## src/hmac_pkg.sv

```systemverilog
// hmac_pkg: shared types, constants and the rotr round helper for the hmac-sha256 engine
// no dependencies
package hmac_pkg;

    localparam logic [7:0] IPAD_BYTE = 8'h36;
    localparam logic [7:0] OPAD_BYTE = 8'h5c;
    localparam logic [63:0] OUTER_LEN_BITS = 64'd768;
    localparam logic [63:0] INNER_START_BITS = 64'd512;

    typedef enum logic [3:0] {
        ST_IDLE,
        ST_IPAD_LOAD,
        ST_IPAD_RUN,
        ST_BYTE,
        ST_MSG_LOAD,
        ST_MSG_RUN,
        ST_PAD_BYTE,
        ST_PAD_LOAD,
        ST_PAD_RUN,
        ST_LEN_LOAD,
        ST_IN_RUN,
        ST_OPAD_LOAD,
        ST_OPAD_RUN,
        ST_DIG_LOAD,
        ST_DIG_RUN,
        ST_OUT
    } state_t;

    typedef enum logic [2:0] {
        LD_NONE,
        LD_IPAD,
        LD_OPAD,
        LD_DIGEST,
        LD_LENGTH,
        LD_LEN_ONLY
    } load_t;

    typedef struct packed {
        logic       init_chain;
        logic       init_outer;
        logic       start_run;
        logic       capture;
        logic       put_byte;
        logic       put_pad;
        logic       clear_count;
        logic       set_count;
        logic       save_inner;
        load_t      load;
    } dp_cmd_t;

    typedef struct packed {
        logic       run_done;
        logic [5:0] fill;
    } dp_status_t;

    typedef logic [31:0] k_table_t [64];
    localparam k_table_t ROUND_K = '{
        32'h428a2f98, 32'h71374491, 32'hb5c0fbcf, 32'he9b5dba5,
        32'h3956c25b, 32'h59f111f1, 32'h923f82a4, 32'hab1c5ed5,
        32'hd807aa98, 32'h12835b01, 32'h243185be, 32'h550c7dc3,
        32'h72be5d74, 32'h80deb1fe, 32'h9bdc06a7, 32'hc19bf174,
        32'he49b69c1, 32'hefbe4786, 32'h0fc19dc6, 32'h240ca1cc,
        32'h2de92c6f, 32'h4a7484aa, 32'h5cb0a9dc, 32'h76f988da,
        32'h983e5152, 32'ha831c66d, 32'hb00327c8, 32'hbf597fc7,
        32'hc6e00bf3, 32'hd5a79147, 32'h06ca6351, 32'h14292967,
        32'h27b70a85, 32'h2e1b2138, 32'h4d2c6dfc, 32'h53380d13,
        32'h650a7354, 32'h766a0abb, 32'h81c2c92e, 32'h92722c85,
        32'ha2bfe8a1, 32'ha81a664b, 32'hc24b8b70, 32'hc76c51a3,
        32'hd192e819, 32'hd6990624, 32'hf40e3585, 32'h106aa070,
        32'h19a4c116, 32'h1e376c08, 32'h2748774c, 32'h34b0bcb5,
        32'h391c0cb3, 32'h4ed8aa4a, 32'h5b9cca4f, 32'h682e6ff3,
        32'h748f82ee, 32'h78a5636f, 32'h84c87814, 32'h8cc70208,
        32'h90befffa, 32'ha4506ceb, 32'hbef9a3f7, 32'hc67178f2
    };

    typedef logic [31:0] hash_t [8];
    localparam hash_t INIT_HASH = '{
        32'h6a09e667, 32'hbb67ae85, 32'h3c6ef372, 32'ha54ff53a,
        32'h510e527f, 32'h9b05688c, 32'h1f83d9ab, 32'h5be0cd19
    };

    function automatic logic [31:0] rotr(input logic [31:0] x, input int n);
        rotr = (x >> n) | (x << (32 - n));
    endfunction

endpackage

```

## src/hmac_ctrl.sv

```systemverilog
// hmac_ctrl: sequencer for inner pad, message blocks, padding, outer hash and tag output
// depends on hmac_pkg; commands hmac_datapath
module hmac_ctrl (
    input  logic                  aclk,
    input  logic                  aresetn,
    input  logic                  s_tvalid,
    output logic                  s_tready,
    input  logic                  in_valid_byte,
    input  logic                  in_last,
    input  logic                  m_tready,
    output logic                  m_tvalid,
    output logic [1:0]            out_index,
    input  hmac_pkg::dp_status_t  status,
    output hmac_pkg::dp_cmd_t     cmd
);

    hmac_pkg::state_t state_reg, state_next;
    logic             started_reg, started_next;
    logic             bv_reg, bv_next;
    logic             last_reg, last_next;
    logic             long_reg, long_next;
    logic [1:0]       idx_reg, idx_next;
    logic             ovalid_reg, ovalid_next;

    assign m_tvalid = ovalid_reg;
    assign out_index = idx_reg;

    always_ff @(posedge aclk) begin
        if (!aresetn) begin
            state_reg <= hmac_pkg::ST_IDLE;
            started_reg <= 1'b0;
            bv_reg <= 1'b0;
            last_reg <= 1'b0;
            long_reg <= 1'b0;
            idx_reg <= '0;
            ovalid_reg <= 1'b0;
        end else begin
            state_reg <= state_next;
            started_reg <= started_next;
            bv_reg <= bv_next;
            last_reg <= last_next;
            long_reg <= long_next;
            idx_reg <= idx_next;
            ovalid_reg <= ovalid_next;
        end
    end

    always_comb begin
        state_next = state_reg;
        started_next = started_reg;
        bv_next = bv_reg;
        last_next = last_reg;
        long_next = long_reg;
        idx_next = idx_reg;
        ovalid_next = ovalid_reg;
        s_tready = 1'b0;
        cmd = '0;
        cmd.load = hmac_pkg::LD_NONE;
        case (state_reg)
            hmac_pkg::ST_IDLE: begin
                s_tready = 1'b1;
                if (s_tvalid) begin
                    cmd.capture = 1'b1;
                    bv_next = in_valid_byte;
                    last_next = in_last;
                    state_next = started_reg ? hmac_pkg::ST_BYTE : hmac_pkg::ST_IPAD_LOAD;
                end
            end
            hmac_pkg::ST_IPAD_LOAD: begin
                cmd.load = hmac_pkg::LD_IPAD;
                cmd.start_run = 1'b1;
                cmd.set_count = 1'b1;
                started_next = 1'b1;
                state_next = hmac_pkg::ST_IPAD_RUN;
            end
            hmac_pkg::ST_IPAD_RUN: begin
                if (status.run_done) begin
                    state_next = hmac_pkg::ST_BYTE;
                end
            end
            hmac_pkg::ST_BYTE: begin
                if (bv_reg) begin
                    cmd.put_byte = 1'b1;
                    bv_next = 1'b0;
                    if (status.fill == 6'd63) begin
                        state_next = hmac_pkg::ST_MSG_LOAD;
                    end else begin
                        state_next = last_reg ? hmac_pkg::ST_PAD_BYTE : hmac_pkg::ST_IDLE;
                    end
                end else begin
                    state_next = last_reg ? hmac_pkg::ST_PAD_BYTE : hmac_pkg::ST_IDLE;
                end
            end
            hmac_pkg::ST_MSG_LOAD: begin
                cmd.start_run = 1'b1;
                state_next = hmac_pkg::ST_MSG_RUN;
            end
            hmac_pkg::ST_MSG_RUN: begin
                if (status.run_done) begin
                    state_next = last_reg ? hmac_pkg::ST_PAD_BYTE : hmac_pkg::ST_IDLE;
                end
            end
            hmac_pkg::ST_PAD_BYTE: begin
                cmd.put_pad = 1'b1;
                long_next = (status.fill >= 6'd56);
                state_next = (status.fill >= 6'd56) ? hmac_pkg::ST_PAD_LOAD
                                                    : hmac_pkg::ST_LEN_LOAD;
            end
            hmac_pkg::ST_PAD_LOAD: begin
                cmd.start_run = 1'b1;
                state_next = hmac_pkg::ST_PAD_RUN;
            end
            hmac_pkg::ST_PAD_RUN: begin
                if (status.run_done) begin
                    state_next = hmac_pkg::ST_LEN_LOAD;
                end
            end
            hmac_pkg::ST_LEN_LOAD: begin
                cmd.load = long_reg ? hmac_pkg::LD_LEN_ONLY : hmac_pkg::LD_LENGTH;
                cmd.start_run = 1'b1;
                state_next = hmac_pkg::ST_IN_RUN;
            end
            hmac_pkg::ST_IN_RUN: begin
                if (status.run_done) begin
                    state_next = hmac_pkg::ST_OPAD_LOAD;
                end
            end
            hmac_pkg::ST_OPAD_LOAD: begin
                cmd.save_inner = 1'b1;
                cmd.init_outer = 1'b1;
                cmd.load = hmac_pkg::LD_OPAD;
                cmd.start_run = 1'b1;
                state_next = hmac_pkg::ST_OPAD_RUN;
            end
            hmac_pkg::ST_OPAD_RUN: begin
                if (status.run_done) begin
                    state_next = hmac_pkg::ST_DIG_LOAD;
                end
            end
            hmac_pkg::ST_DIG_LOAD: begin
                cmd.load = hmac_pkg::LD_DIGEST;
                cmd.start_run = 1'b1;
                state_next = hmac_pkg::ST_DIG_RUN;
            end
            hmac_pkg::ST_DIG_RUN: begin
                if (status.run_done) begin
                    idx_next = '0;
                    ovalid_next = 1'b1;
                    state_next = hmac_pkg::ST_OUT;
                end
            end
            hmac_pkg::ST_OUT: begin
                if (m_tready) begin
                    if (idx_reg == 2'd3) begin
                        ovalid_next = 1'b0;
                        idx_next = '0;
                        cmd.init_chain = 1'b1;
                        cmd.clear_count = 1'b1;
                        started_next = 1'b0;
                        last_next = 1'b0;
                        state_next = hmac_pkg::ST_IDLE;
                    end else begin
                        idx_next = idx_reg + 2'd1;
                    end
                end
            end
            default: begin
                state_next = hmac_pkg::ST_IDLE;
            end
        endcase
    end

endmodule

```

## config.mk

```make
export PLATFORM = sky130hd
export DESIGN_NAME = hmac_ctrl
export DESIGN_NICKNAME = d
export VERILOG_FILES = /design/src/hmac_pkg.sv /design/src/hmac_ctrl.sv
export SDC_FILE = /design/constraint.sdc
export NUM_CORES = 1
export LEC_CHECK = 0
export BUFFER_PORTS_ARGS = -buffer_cell sky130_fd_sc_hd__buf_4
export CAP_MARGIN = 10
export CORE_ASPECT_RATIO = 1.25
export CORE_MARGIN = 5
export CORE_UTILIZATION = 35
export DETAILED_ROUTE_END_ITERATION = 10
export PLACE_DENSITY = 0.61
export SYNTH_ARGS = -nofsm -noshare
export SYNTH_HDL_FRONTEND = slang
export SYNTH_SLANG_ARGS = --single-unit
```

## constraint.sdc

```tcl
create_clock -name aclk -period 2.2 [get_ports aclk]
set_clock_uncertainty 0.2 [all_clocks]
set_input_delay 0.66 -clock aclk [delete_from_list [all_inputs] [get_ports aclk]]
set_output_delay 0.66 -clock aclk [all_outputs]
set_load 0.05 [all_outputs]
```

==> key figures <==
Status
  – Outcome: finished, violations left
  – Failing checks: negative setup slack

Power
  – LEAKAGE: 0.0006141 uW
  – Pwr dens: approximately 1100 mW/mm^2
  – Max IR drop VDD: between 1 and 1.5 mV

Die
  – Full die area: 0.003359 sq mm
  – FP Rows: 19
  – IO Pins: 29
  – Initial core utilization: roughly 36%
  – Die Y-Extent: 63.56 um
  – Die width: 52.85 um
  – Core ar.: 0.002211 sq mm

Synth
  – Fraction of registers with async set/reset: 0%
  – Count leader, synth: nand2_1
  – Synth area leader: dfxtp_1
  – Post-synthesis sequential element count: 11
  – Synth cell types: 38
  – Synthesized cell area: 803.3 sq um
  – Ys Warns: 0
  – Dominant cells by area after synthesis: dfxtp_1, nand2_1, nor2_1
  – Post-synthesis sequential area ratio: 27.41%
  – Syn_nets: around 130
  – Share of the synthesized area in the top cell type: about 27%
  – Post-synth EDFFs: 0
  – Syn Inst Count: ~110
  – Main synth FF type: dfxtp_1
  – Synth top cells by count: nand2_1, dfxtp_1, nor2_1
  – Post-synthesis average cell area: 7.237 sq um

Timing
  – Slew Limit Fails: 0
  – Setup TNS: -0.1061 ns
  – Period Utilization, post-route: 102.2%
  – Worst hold-check slack: about 0.28 ns
  – Rel. slew slack: approximately 76%
  – Fin. Hold Viols: 0
  – Final min period: 2.249 ns
  – Slew @ Worst Pin: 0.3613 ns
  – Fmax: 444.6 MHz
  – Final WS setup: -0.04919 ns
  – Final Setup Violations: 5
  – RSZ-0062 raised after global routing: true

Clocking
  – # H-tree levels: 1
  – Clock-pin slew on the worst setup and hold paths: roughly 0.080 ns
  – Clock sink count: 11
  – Source-to-sink clock delay at the later pin of the worst-skew pair: 0.27 ns
  – # hold bufs at CTS: 0
  – CTS Root Cell: clkbuf_4
  – CTS tree: built
  – Max Root-Sink Buffers: 2
  – Inserted Clock Buffers: 3

Min path
  – Worst min path class: flop to flop
  – Worst hold start: out_index[0]
  – Hold Path End: out_index[0]
  – WHS Path Cells: 2

Drt
  – Via density: 5.171
  – Final WL: 2575 um
  – DR iter-0 viols: 21
  – Drt first pass iters: 4
  – WL/cell: 13.34 um
  – Via count: 998
  – Residual DRC: 0
  – DRT antenna net count: 0

Worst setup path
  – CP Capture Type: output pin
  – Flop-to-flop setup slack: about 0.36 ns
  – Setup crit start kind: flop
  – Crit-path max cell delay: 0.37 ns
  – CP Buf/Inv Count: 2
  – Crit Path Category: flop to output pin
  – Reg2reg path depth: 8
  – CP Cell Sequence: buf_6 > a21oi_2 > o22ai_1 > a32o_2 > buf_8
  – Worst r2r dst: state_reg[0]
  – Top delay family on crit path: compound AO/OA/AOI/OAI gates
  – Worst Path Arrival: approximately 1.4 ns
  – Largest fanout on the critical path: 5
  – Worst path slowest cell: dfxtp_4
  – Critical Path RT: 1.34 ns
  – R2R Path Start: state_reg[2]

Global routing
  – Gr ovfl total: 0
  – Initial antenna violation count: 0
  – All-Layer GR Usage: 14.60%
  – Largest net degree at the start of global routing: 15
  – Number of global-route vias before repair: just under 900
  – First-pass GRT wire length: 3822 um

Flow run
  – Max_cap viols: 0

Layout
  – Fin nets: 177
  – Diode count: 0
  – Area growth syn-to-layout: 82.56%
  – Layout cell share with drive strength beyond 1: 56.17%
  – Fillers: between 150 and 200
  – Number of non-filler instances in the completed layout: 193
  – Max reg flops: 4

Place
  – Placed cell count: roughly 180
  – Pre-CTS WS: 0.09131 ns
  – Number of port buffers: 28
  – DPL Wire Length: 1797 um
  – Routability cong.: 0.8098
[layout by cell type, fill, tap and decap left out, types with 2 or more instances in the layout]
| master | instances |
|---|---|
| clkbuf_4 | 3 |
| nor2_2 | 2 |
| nand4_1 | 3 |
| dfxtp_2 | 2 |
| a21oi_1 | 2 |
| nand2_1 | 16 |
| buf_6 | 11 |
| mux2i_1 | 2 |
| nand2_2 | 3 |
| dfxtp_4 | 4 |
| nor2_1 | 5 |
| nand3b_1 | 2 |
| buf_4 | 38 |
| o22ai_1 | 2 |
| nor2b_1 | 3 |
| nand2b_4 | 2 |
| inv_2 | 3 |
| o21ai_0 | 2 |
| nor3_4 | 2 |
| nand3_1 | 3 |
| nor3_1 | 2 |
| o21ai_1 | 7 |
| a21boi_1 | 3 |
| nor2_4 | 3 |
| dfxtp_1 | 5 |
| buf_8 | 5 |
[tightest hold or removal path: cells and delay by family (launching register included)]
family	cells	cell delay, ns
flops	1	0.34
simple gates	1	0.05
compound gates	1	0.05
[through the flow]
stage          utilization [%]  power [uW]  area [sq um]
2_1_floorplan                -       863.3         860.8
3_3_place_gp             52.63        1102          1164
3_5_place_dp             52.63        1110          1164
4_1_cts                  61.91        1489          1369
5_1_grt                  66.33        1685          1466
6_report                 66.33        1594          1466
[how the worst max path moves through the flow]
stage	from	end	slack [ns]	cells after the start
after floorplan	state_reg[2]	cmd[0]	-0.34	4
after global placement	state_reg[3]	cmd[8]	0.11	5
after detailed placement	state_reg[0]	cmd[9]	0.09	4
after CTS	state_reg[2]	cmd[8]	-0.04	5
after global routing	state_reg[2]	cmd[8]	-0.11	5
final	state_reg[1]	cmd[9]	-0.05	5
[routing by layer]
metal  share of wire, %  GRT usage, %
met5                  0             0
met4                  0         3.834
met1                 39         16.38
met2                 56         26.55
met3                4.5         3.302
[layout make-up]
type | instances | area [sq um] | area share, %
Inverter | 6 | 27.53 | 1.877
Sequential cell | 11 | 237.7 | 16.21
Clock buffer | 4 | 26.28 | 1.792
Tap cell | 31 | 38.79 | 2.645
Timing Repair Buffer | 55 | 504.2 | 34.39
Multi-Input combinational cell | 86 | 631.9 | 43.09
[repair_timing]
action / CTS / global route
setup endpoints to repair: 13 / 12
gates resized for setup: 29 / 18
cloned: 0 / 0
pin swaps: 6 / 9
setup buffers: 11 / 3
[power breakdown]
part           total, uW  switching (uW)  internal [uW]
sequential           307            59.0            248
combinational       1150             599            546
clock                141            71.3           70.1
[cells by family (layout without fill, tap and decap cells)]
logic type / after synthesis / after routing / share of synthesized area [%]
adder cells (fa/ha/maj): 1 / 1 / 1.557
buffers and inverters: 14 / 65 / 8.877
AND/OR/NAND/NOR: 55 / 55 / 34.58
multiplexers: 2 / 2 / 2.492
AO/OA/AOI/OAI: 28 / 28 / 25.08
flip-flops: 11 / 11 / 27.41
(Power assumes the default switching activity.)
